`src/rtl/core/fgti_pkg.sv`:
```
// Shared widths, constants and transfer types for the fuzzy green-time inference block.
`default_nettype none

package fgti_pkg;

  localparam int INPUT_FRAC_BITS = 4;
  localparam int GRADE_FRAC_BITS = 8;
  localparam int OUT_FRAC_BITS   = 8;

  localparam int IN_W    = 12;
  localparam int DUR_W   = 6;
  localparam int GT_W    = 14;
  localparam int GRADE_W = GRADE_FRAC_BITS + 1;
  localparam int DEN_W   = GRADE_W + 2;
  localparam int NUM_W   = DEN_W + DUR_W;

  localparam int CFG_IDX_W = 2;
  localparam logic [CFG_IDX_W-1:0] CFG_SHORT  = CFG_IDX_W'(0);
  localparam logic [CFG_IDX_W-1:0] CFG_MIDDLE = CFG_IDX_W'(1);
  localparam logic [CFG_IDX_W-1:0] CFG_LONG   = CFG_IDX_W'(2);

  localparam logic [DUR_W-1:0] SHORT_RST  = DUR_W'(10);
  localparam logic [DUR_W-1:0] MIDDLE_RST = DUR_W'(30);
  localparam logic [DUR_W-1:0] LONG_RST   = DUR_W'(50);

  localparam int DIV_STEPS  = 2;
  localparam int DIV_STAGES = GT_W / DIV_STEPS;

  typedef struct packed {
    logic [IN_W-1:0] arriving_count;
    logic [IN_W-1:0] queue_count;
    logic [IN_W-1:0] fog_level;
  } in_item_t;

  typedef struct packed {
    logic [GT_W-1:0] green_time;
    logic            no_rule_fired;
  } out_item_t;

  typedef struct packed {
    logic [NUM_W-1:0] num;
    logic [DEN_W-1:0] den;
    logic             none;
  } div_in_t;

endpackage

`default_nettype wire

```
`src/rtl/core/fgti_div.sv`:
```
// Pipelined restoring divider: green time = (num << 8) / den, two quotient bits per stage.
`default_nettype none

module fgti_div (
  input  wire logic               clk,
  input  wire logic               rst_n,
  input  wire logic               in_valid,
  input  wire fgti_pkg::div_in_t  in_op,
  output logic                    out_valid,
  output fgti_pkg::out_item_t     out_item
);
  import fgti_pkg::*;

  localparam int LOW_W = NUM_W - DEN_W;

  logic [DIV_STAGES-1:0] vld_r;
  logic [DEN_W-1:0]      rem_r  [DIV_STAGES];
  logic [DEN_W-1:0]      den_r  [DIV_STAGES];
  logic [GT_W-1:0]       bits_r [DIV_STAGES];
  logic [GT_W-1:0]       quo_r  [DIV_STAGES];
  logic                  none_r [DIV_STAGES];

  for (genvar s = 0; s < DIV_STAGES; s++) begin : g_stage
    logic             vld_in;
    logic [DEN_W-1:0] rem_in;
    logic [DEN_W-1:0] den_in;
    logic [GT_W-1:0]  bits_in;
    logic [GT_W-1:0]  quo_in;
    logic             none_in;
    logic [DEN_W-1:0] rem_nxt;
    logic [GT_W-1:0]  bits_nxt;
    logic [GT_W-1:0]  quo_nxt;

    if (s == 0) begin : g_first
      // quotient < 2^14, so the top bits of the dividend are already below den
      assign vld_in  = in_valid;
      assign rem_in  = in_op.num[NUM_W-1 -: DEN_W];
      assign den_in  = in_op.den;
      assign bits_in = {in_op.num[LOW_W-1:0], {OUT_FRAC_BITS{1'b0}}};
      assign quo_in  = '0;
      assign none_in = in_op.none;
    end else begin : g_next
      assign vld_in  = vld_r[s-1];
      assign rem_in  = rem_r[s-1];
      assign den_in  = den_r[s-1];
      assign bits_in = bits_r[s-1];
      assign quo_in  = quo_r[s-1];
      assign none_in = none_r[s-1];
    end

    always_comb begin
      logic [DEN_W:0] r2;
      logic           ge;
      rem_nxt  = rem_in;
      bits_nxt = bits_in;
      quo_nxt  = quo_in;
      for (int k = 0; k < DIV_STEPS; k++) begin
        r2       = {rem_nxt, bits_nxt[GT_W-1]};
        bits_nxt = {bits_nxt[GT_W-2:0], 1'b0};
        ge       = (r2 >= {1'b0, den_in});
        if (ge) begin
          r2 = r2 - {1'b0, den_in};
        end
        rem_nxt = r2[DEN_W-1:0];
        quo_nxt = {quo_nxt[GT_W-2:0], ge};
      end
    end

    always_ff @(posedge clk) begin
      if (!rst_n) begin
        vld_r[s] <= 1'b0;
      end else begin
        vld_r[s] <= vld_in;
      end
      rem_r[s]  <= rem_nxt;
      den_r[s]  <= den_in;
      bits_r[s] <= bits_nxt;
      quo_r[s]  <= quo_nxt;
      none_r[s] <= none_in;
    end
  end

  assign out_valid              = vld_r[DIV_STAGES-1];
  assign out_item.green_time    = none_r[DIV_STAGES-1] ? '0 : quo_r[DIV_STAGES-1];
  assign out_item.no_rule_fired = none_r[DIV_STAGES-1];

endmodule

`default_nettype wire

```
`src/rtl/core/fuzzy_green_time_inference_top.sv`:
```
// Top level: fuzzy grading, rule strengths, weighted sums and divider pipeline.
//
//   channel   ports                                  transfer when
//   input     start, busy, in_data                   start && !busy
//   result    out_valid, out_data                    out_valid (one cycle)
//   config    cfg_we, cfg_idx, cfg_wdata             cfg_we
//
// One item may enter every cycle; busy stays low.
// Pipeline: grades, rule mins, weighted sums, then 7 divider
// stages resolving 2 quotient bits each.
// Synchronous active-low reset clears the valid bits and restores durations 10/30/50.
// The receiver cannot stall; results stream out in input order.
`default_nettype none

module fuzzy_green_time_inference_top (
  input  wire logic                                clk,
  input  wire logic                                rst_n,
  input  wire logic                                start,
  output logic                                     busy,
  input  wire fgti_pkg::in_item_t                  in_data,
  output logic                                     out_valid,
  output fgti_pkg::out_item_t                      out_data,
  input  wire logic                                cfg_we,
  input  wire logic [fgti_pkg::CFG_IDX_W-1:0]      cfg_idx,
  input  wire logic [fgti_pkg::DUR_W-1:0]          cfg_wdata
);
  import fgti_pkg::*;

  localparam logic [IN_W-1:0] P10 = IN_W'(10 << INPUT_FRAC_BITS);
  localparam logic [IN_W-1:0] P20 = IN_W'(20 << INPUT_FRAC_BITS);
  localparam logic [IN_W-1:0] P30 = IN_W'(30 << INPUT_FRAC_BITS);
  localparam logic [IN_W-1:0] P40 = IN_W'(40 << INPUT_FRAC_BITS);
  localparam logic [IN_W-1:0] P50 = IN_W'(50 << INPUT_FRAC_BITS);
  localparam logic [GRADE_W-1:0] ONE = GRADE_W'(1 << GRADE_FRAC_BITS);

  // spans are 5 * 2^k input units: scale distance, then divide by 5
  localparam int SH20       = GRADE_FRAC_BITS - INPUT_FRAC_BITS - 2;
  localparam int SH10       = GRADE_FRAC_BITS - INPUT_FRAC_BITS - 1;
  localparam int SLOPE_W    = GRADE_FRAC_BITS + 3;
  localparam int PROD_W     = 2 * SLOPE_W;
  localparam int DIV5_SHIFT = 13;
  localparam logic [PROD_W-1:0] DIV5_MUL = PROD_W'(1639);

  function automatic logic [GRADE_W-1:0] div5(input logic [SLOPE_W-1:0] m);
    logic [PROD_W-1:0] p;
    p = PROD_W'(m) * DIV5_MUL;
    return p[DIV5_SHIFT +: GRADE_W];
  endfunction

  function automatic logic [GRADE_W-1:0] grade_low(input logic [IN_W-1:0] v);
    logic [IN_W-1:0] d;
    d = P30 - v;
    if (v <= P10) return ONE;
    if (v >= P30) return '0;
    return div5(SLOPE_W'(d) << SH20);
  endfunction

  function automatic logic [GRADE_W-1:0] grade_mid(input logic [IN_W-1:0] v);
    logic [IN_W-1:0] du;
    logic [IN_W-1:0] dd;
    du = v - P10;
    dd = P50 - v;
    if (v <= P10 || v >= P50) return '0;
    if (v >= P20 && v <= P40) return ONE;
    if (v < P20) return div5(SLOPE_W'(du) << SH10);
    return div5(SLOPE_W'(dd) << SH10);
  endfunction

  function automatic logic [GRADE_W-1:0] grade_high(input logic [IN_W-1:0] v);
    logic [IN_W-1:0] d;
    d = v - P30;
    if (v >= P50) return ONE;
    if (v <= P30) return '0;
    return div5(SLOPE_W'(d) << SH20);
  endfunction

  function automatic logic [GRADE_W-1:0] min3(input logic [GRADE_W-1:0] a,
                                              input logic [GRADE_W-1:0] b,
                                              input logic [GRADE_W-1:0] c);
    logic [GRADE_W-1:0] m;
    m = (a < b) ? a : b;
    return (m < c) ? m : c;
  endfunction

  logic [DUR_W-1:0] short_r;
  logic [DUR_W-1:0] middle_r;
  logic [DUR_W-1:0] long_r;

  always_ff @(posedge clk) begin
    if (!rst_n) begin
      short_r  <= SHORT_RST;
      middle_r <= MIDDLE_RST;
      long_r   <= LONG_RST;
    end else if (cfg_we) begin
      unique case (cfg_idx)
        CFG_SHORT:  short_r  <= cfg_wdata;
        CFG_MIDDLE: middle_r <= cfg_wdata;
        CFG_LONG:   long_r   <= cfg_wdata;
        default: ;
      endcase
    end
  end

  assign busy = 1'b0;

  logic in_fire;
  assign in_fire = start && !busy;

  // stage 1: memberships
  logic               s1_vld_r;
  logic [GRADE_W-1:0] lo_r [3];
  logic [GRADE_W-1:0] md_r [3];
  logic [GRADE_W-1:0] hi_r [3];
  logic [IN_W-1:0]    s1_v [3];

  assign s1_v[0] = in_data.arriving_count;
  assign s1_v[1] = in_data.queue_count;
  assign s1_v[2] = in_data.fog_level;

  always_ff @(posedge clk) begin
    if (!rst_n) begin
      s1_vld_r <= 1'b0;
    end else begin
      s1_vld_r <= in_fire;
    end
    for (int i = 0; i < 3; i++) begin
      lo_r[i] <= grade_low(s1_v[i]);
      md_r[i] <= grade_mid(s1_v[i]);
      hi_r[i] <= grade_high(s1_v[i]);
    end
  end

  // stage 2: rule strengths
  logic               s2_vld_r;
  logic [GRADE_W-1:0] wl_r;
  logic [GRADE_W-1:0] wm_r;
  logic [GRADE_W-1:0] wh_r;

  always_ff @(posedge clk) begin
    if (!rst_n) begin
      s2_vld_r <= 1'b0;
    end else begin
      s2_vld_r <= s1_vld_r;
    end
    wl_r <= min3(lo_r[0], lo_r[1], lo_r[2]);
    wm_r <= min3(md_r[0], md_r[1], md_r[2]);
    wh_r <= min3(hi_r[0], hi_r[1], hi_r[2]);
  end

  // stage 3: weighted sums
  logic             s3_vld_r;
  div_in_t          s3_op_r;
  div_in_t          s3_op_nxt;
  logic [NUM_W-1:0] pl;
  logic [NUM_W-1:0] pm;
  logic [NUM_W-1:0] ph;

  always_comb begin
    pl = NUM_W'(wl_r) * NUM_W'(short_r);
    pm = NUM_W'(wm_r) * NUM_W'(middle_r);
    ph = NUM_W'(wh_r) * NUM_W'(long_r);
    s3_op_nxt.num  = pl + pm + ph;
    s3_op_nxt.den  = DEN_W'(wl_r) + DEN_W'(wm_r) + DEN_W'(wh_r);
    s3_op_nxt.none = (wl_r == '0) && (wm_r == '0) && (wh_r == '0);
  end

  always_ff @(posedge clk) begin
    if (!rst_n) begin
      s3_vld_r <= 1'b0;
    end else begin
      s3_vld_r <= s2_vld_r;
    end
    s3_op_r <= s3_op_nxt;
  end

  fgti_div u_div (
    .clk       (clk),
    .rst_n     (rst_n),
    .in_valid  (s3_vld_r),
    .in_op     (s3_op_r),
    .out_valid (out_valid),
    .out_item  (out_data)
  );

endmodule

`default_nettype wire
```
`config.mk`:
```
export PLATFORM = sky130hd
export DESIGN_NAME = fuzzy_green_time_inference_top
export DESIGN_NICKNAME = d
export VERILOG_FILES = /design/src/rtl/core/fgti_pkg.sv /design/src/rtl/core/fgti_div.sv /design/src/rtl/core/fuzzy_green_time_inference_top.sv
export SDC_FILE = /design/constraint.sdc
export NUM_CORES = 2
export LEC_CHECK = 0
export BUFFER_PORTS_ARGS = -buffer_cell sky130_fd_sc_hd__buf_2
export CAP_MARGIN = 20
export CORE_ASPECT_RATIO = 1.75
export CORE_MARGIN = 2
export CORE_UTILIZATION = 60
export DETAILED_ROUTE_END_ITERATION = 10
export PLACE_DENSITY = 0.85
export SETUP_SLACK_MARGIN = 0.1
export SLEW_MARGIN = 20
export SYNTH_ARGS = -nofsm -noshare
export SYNTH_HDL_FRONTEND = slang
export SYNTH_HIERARCHICAL = 1
export SYNTH_SLANG_ARGS = --single-unit
```
`constraint.sdc`:
```
create_clock -name clk -period 6.4 [get_ports clk]
set_input_delay 0.64 -clock clk [delete_from_list [all_inputs] [get_ports clk]]
set_output_delay 0.64 -clock clk [all_outputs]
set_load 0.02 [all_outputs]
```
# Word level (Yosys, flattened, before mapping)
# Memory sizes are Yosys's and may differ from the RTL's.
# Index checks and enable logic that the tools add are counted.
totals:
  word_cells: 229
  mem_count: 8
  output_inout_bits: 17
  ram_bits: 424
  input_bits: 48
  ff_bits: 84
op_classes:
  n_addsub: 30
  reduce_logical: 15
  mul: 15
  magnitude_cmp: 41
  eq_ne: 2
  mux: 99
memory_table:
  columns: ["name", "depth", "word_bits", "rd", "rd_clocked_by_memory_dff", "wr", "line", "rtl"]
  rows:
  - ["u_div.quo_r", 7, 14, 7, 0, 7, "fgti_div.sv:20", "logic [GT_W-1:0] quo_r [DIV_STAGES];"]
  - ["u_div.bits_r", 7, 12, 6, 0, 7, "fgti_div.sv:19", "logic [GT_W-1:0] bits_r [DIV_STAGES];"]
  - ["u_div.den_r", 7, 11, 6, 0, 7, "fgti_div.sv:18", "logic [DEN_W-1:0] den_r [DIV_STAGES];"]
  - ["u_div.rem_r", 7, 11, 6, 0, 7, "fgti_div.sv:17", "logic [DEN_W-1:0] rem_r [DIV_STAGES];"]
  - ["hi_r", 3, 9, 3, 0, 3, "fuzzy_green_time_inference_top.sv:113", "logic [GRADE_W-1:0] hi_r [3];"]
  - ["lo_r", 3, 9, 3, 0, 3, "fuzzy_green_time_inference_top.sv:111", "logic [GRADE_W-1:0] lo_r [3];"]
  - ["2 more memories", null, null, null, null, null, null, null]
ops:
  columns: ["operator", "count"]
  rows:
  - ["$mux W9", 48]
  - ["$ge A12 B11 Y1", 14]
  - ["$mux W11", 14]
  - ["$sub A11 B11 Y11", 14]
  - ["$mul A9 B11 Y20 const B", 6]
  - ["$mul A8 B11 Y19 const B", 6]
  - ["$ge A12 B9 Y1 const B", 6]
  - ["$lt A9 B9 Y1", 6]
  - ["$mul A9 B6 Y15", 3]
  - ["$ge A12 B10 Y1 const B", 3]
  - ["$le A12 B10 Y1 const B", 3]
  - ["$le A12 B8 Y1 const B", 3]
  - ["$le A12 B9 Y1 const B", 3]
  - ["$lt A12 B9 Y1 const B", 3]
  - ["$mux W1", 36]
  - ["$logic_not A9 Y1", 3]
  - ["$sub A9 B9 Y9 const A", 3]
  - ["$sub A9 B9 Y9 const B", 3]
  - ["$sub A6 B8 Y8 const A", 3]
  - ["$sub A8 B8 Y8 const B", 3]
  - ["$add A16 B15 Y17", 1]
  - ["$add A15 B15 Y16", 1]
  - ["$mux W14", 1]
  - ["$add A10 B9 Y11", 1]
  - ["other kinds (7)", 15]

# Depth between registers and ports, before layout
logic_depth:
  word_depth: 9
  depth_mapped: 26
  depth_no_buf: 25

# Hierarchy
# The synthesis kept the hierarchy.
modules_own_cells:
  columns: ["mod", "n_inst", "area_each_um2", "cells_per_inst", "seq_area_each_um2"]
  rows:
  - ["fuzzy_green_time_inference_top", 1, 30007.5, 3254, 3163.0]
  - ["fgti_div", 1, 12813.5, 1377, 4164.0]

# Least setup slack after synthesis
# No wires, ideal clock.
synth_timing:
  path_kind: "input to register"
  start: "input port in_data[17] (netlist name)"
  end: "memory md_r[0][16] (netlist name)"
  slack_ps: 404
  setup_ps: 124
  t_required_ps: 6276
  arrival_ps: 5872
  path_stages: 23
  n_path_buf: 1
  cell_sequence: "clkbuf_1 -> inv_1 -> ha_1 -> a31oi_1 -> xnor2_1 -> ha_1 -> inv_1 -> ha_1 -> inv_1 -> fa_1 -> fa_1 -> fa_1 -> inv_1 -> ha_1 -> o2111ai_1 -> a21oi_1 -> or4_4 -> a31o_2 -> o41ai_4 -> nor2b_1 -> or3_1 -> a31oi_1 -> nor2_1"
synth_rtl:
  columns: ["element", "line", "rtl"]
  rows:
  - ["start: declaration", "fuzzy_green_time_inference_top.sv:20", "input wire fgti_pkg::in_item_t in_data,"]
  - ["end: declaration", "fuzzy_green_time_inference_top.sv:112", "logic [GRADE_W-1:0] md_r [3];"]

==> flow_metrics.tcl <==
set metrics [dict create \
    outcome "complete, no violations" \
    wire_per_inst_um 18.9 \
    worst_slew_pin_slew_ps 1030 \
    firstDrtPassIters 5 \
    fin_nets 5989 \
    synth_top_flop_cell "dfxtp_1" \
    cts_inserted_buffers 35 \
    postCtsHoldBufs 0 \
    ys_warn_count 6 \
    core_mm2 0.0707 \
    ios 65 \
    clock-root-buffer "clkbuf_16" \
    worstHoldPathType "primary input to flip-flop" \
    clock-sinks 366 \
    grt_usage_pct 29.6 \
    yosys.cell_types.count 94 \
    setup_viol 0 \
    syn_area_per_cell_um2 9.25 \
    synthesis.area_mm2 0.0428 \
    num_rows 129 \
    finClkSkew_ps 42.9 \
    fin_crit_ps 5960 \
    routed_wl_um 107000 \
    final_hold_viol_count 0 \
    cp-start-kind "flip-flop" \
    async_flop_share_pct 0 \
    avgViaCountPerCell 5.77 \
    fin_util_pct 64.5 \
    grt_pass1_wl_um 171000 \
    route.detailed.drc 0 \
    layout-drive-gt1-share_pct 7.46 \
    crit_chain "and2_1, fa_1, inv_1, fa_1, fa_1, inv_1, fa_1, inv_1, fa_1, inv_1, fa_1, ha_1, a21oi_1, nor2b_1, o21a_1, o311a_1, o31ai_2, o21bai_1, a21oi_1, xnor2_1" \
    fin_area_mm2 0.0456 \
    critPathKind "flip-flop to flip-flop" \
    cpMaxStageDelayCell "fa_1" \
    htree_levels 2 \
    path_clk_slew_ps 90 \
    cp_common_cell "fa_1" \
    synthCells 4631 \
    critPathMaxFanout 8 \
    gr-total-overflow 0 \
    die-area_mm2 0.0736 \
    grt_max_degree 29 \
    clock.fmax_ghz 0.168 \
    drtIter0Drc 1427 \
    ys_ff_latch 366 \
    ys_seq_area_share_pct 17.1 \
    required_ps 6880 \
    period_share_pct 93.2 \
    max_slew_margin_pct 31.1 \
    gp_congestion 0.995 \
    synth_top_area_cell "ha_1" \
    synth_nets 5898 \
    grt_setup_unrepaired "no" \
    synth_top_area_share_pct 24.0 \
    synthTopCellsByArea "ha_1 24%, fa_1 19%, dfxtp_1 17%" \
    end_kind "flip-flop" \
    drv_cap 0 \
    crit_arrival_ps 6450 \
    clockBufferDepth 3 \
    cp_slowest_stage_delay_ps 530 \
    setup_tns_ps 0 \
    initial_utilization_pct 60.6 \
    portBuffers 63 \
    syn_to_final_growth_pct 6.46 \
    synth_edf_count 0 \
    finalMaxSlewViolations 0 \
    vias 32700 \
    grt_pass1_vias 35600 \
    antenna_found_initial 0 \
    place_area_mm2 0.0444 \
    fp.dieH_um 357 \
    clock_latency_ps 580 \
    ant_nets 0 \
    hpwl_um 90600 \
    die_x_um 206 \
    cts_tree "done" \
]
==> sequential cells by signal, indices dropped and copies added, names as in the netlist, 27 cells and up <==
name,flops
u_div/quo_r,56
u_div/rem_r,66
md_r,27
lo_r,27
hi_r,27
u_div/den_r,66
s3_op_r,29
==> layer usage <==
layer	wire, um	part of all wire (%)	vias to the layer above	global-route usage [%]
li1	-	-	15400	-
met1	33400	31	15600	24.5
met2	59000	55	967	58.6
met3	3140	2.9	637	3.53
met4	11700	11	0	27.9
met5	0	0	-	0
==> stage by stage <==
step                      hold WS [ps]  std cells  worst slack, ps
after detailed placement           312       5602              237
after floorplan                    310       4631              404
after global placement             310       5602              320
after CTS                          290       5663              389
final                              292       5664              437
after global routing               284       5663              188
==> placed cells by master (no fill, tap or decap), types with 9 or more instances in the layout <==
master and count:
mux2i_1 53, nor2_1 242, a211oi_1 20, inv_1 887
nand4_1 20, o21a_1 46, nor3b_1 18, a41oi_1 9
nand3_1 62, a311oi_1 11, buf_4 52, o21bai_1 11
mux2_2 99, ha_1 822, clkbuf_16 35, xnor2_1 169
a21o_1 62, dfxtp_1 366, a21oi_1 187, o211ai_1 19
fa_1 397, nand2_1 239, or3_1 25, or2_2 37
nand3b_1 15, o21ai_0 117, nor3_1 92, a31oi_1 34
nor4_1 19, xor2_1 96, nor2b_1 63, o2111ai_1 10
and3_1 23, buf_2 63, o31a_1 13, and2_1 103
nand2b_1 26
==> final timing paths <==
path | end | cells past startpoint | slack (ps) | from
worst min-delay path | s1_vld_r | 2 | 290 | start
worst max register to register | s3_op_r[27] | 20 | 440 | wh_r[2]
worst max-delay path | s3_op_r[27] | 20 | 440 | wh_r[2]
worst min register to register | u_div/quo_r[4][9] | 0 | 320 | u_div/quo_r[3][7]
==> what timing repair did <==
action	in CTS	in global routing
buffers inserted	0	0
gates resized for setup	0	1
setup endpoints to repair	0	1
==> synthesized netlist by cell type, types with 6 or more instances <==
| cell | n |
|---|---|
| nor2b_1 | 63 |
| nand4b_1 | 8 |
| nand2_1 | 239 |
| mux2_4 | 7 |
| nand2b_1 | 26 |
| o21bai_1 | 11 |
| a21o_1 | 62 |
| o211ai_1 | 19 |
| and3_1 | 23 |
| nand3_1 | 62 |
| o21a_1 | 46 |
| nor4_1 | 19 |
| o31a_1 | 13 |
| or2_2 | 37 |
| nor3b_1 | 19 |
| a311oi_1 | 11 |
| o311a_1 | 7 |
| dfxtp_1 | 366 |
| a2111o_1 | 6 |
| a21oi_1 | 187 |
| nor3_1 | 92 |
| ha_1 | 822 |
| mux2_1 | 6 |
| buf_2 | 8 |
| clkbuf_1 | 42 |
| a41oi_1 | 9 |
| and2_1 | 103 |
| xnor2_1 | 169 |
| nand4_1 | 20 |
| inv_1 | 887 |
| a31oi_1 | 34 |
| o2111ai_1 | 10 |
| xor2_1 | 96 |
| nor2_1 | 242 |
| nand3b_1 | 15 |
| a211oi_1 | 20 |
| o21ai_0 | 117 |
| o21ai_1 | 8 |
| or3_1 | 25 |
| mux2_2 | 99 |
| mux2i_1 | 53 |
| fa_1 | 397 |
| a31o_2 | 7 |
==> critical path: cells and delay by family (launching register included) <==
family | cells | cell delay [ps]
adders and majority gates | 7 | 3340
xor gates and xnor gates | 1 | 130
DFF | 1 | 440
AOI/OAI and AO/OA | 6 | 1430
buffers and inverters | 4 | 220
and+or+nand+nor | 2 | 310
==> cell families (layout without fill, tap and decap cells) <==
logic type               count (synthesis)  in the layout  share of synthesized area (%)
XOR/XNOR                               265            265                           5.42
other                                    1              2                        0.00876
adder cells (fa/ha/maj)               1219           1219                           42.6
AND/OR/NAND/NOR                       1020           1020                           12.0
flip-flops                             366            366                           17.1
AO/OA/AOI/OAI                          645            645                           10.2
buffers and inverters                  950           1065                           8.47
multiplexers                           165            165                           4.25
==> area by class of cell <==
cell class                      instances  area [um2]
Tap cell                              917        1150
Clock buffer                           42         932
Multi-Input combinational cell       3315       31900
Antenna cell                            1        2.50
Sequential cell                       366        7330
Fill cell                            5573       25100
Inverter                              889        3340
Timing Repair Buffer                  115         706
Clock inverter                         19         258
Power is not shown: default switching activity piles up to over one toggle a cycle in this logic, so the estimate is an artifact.
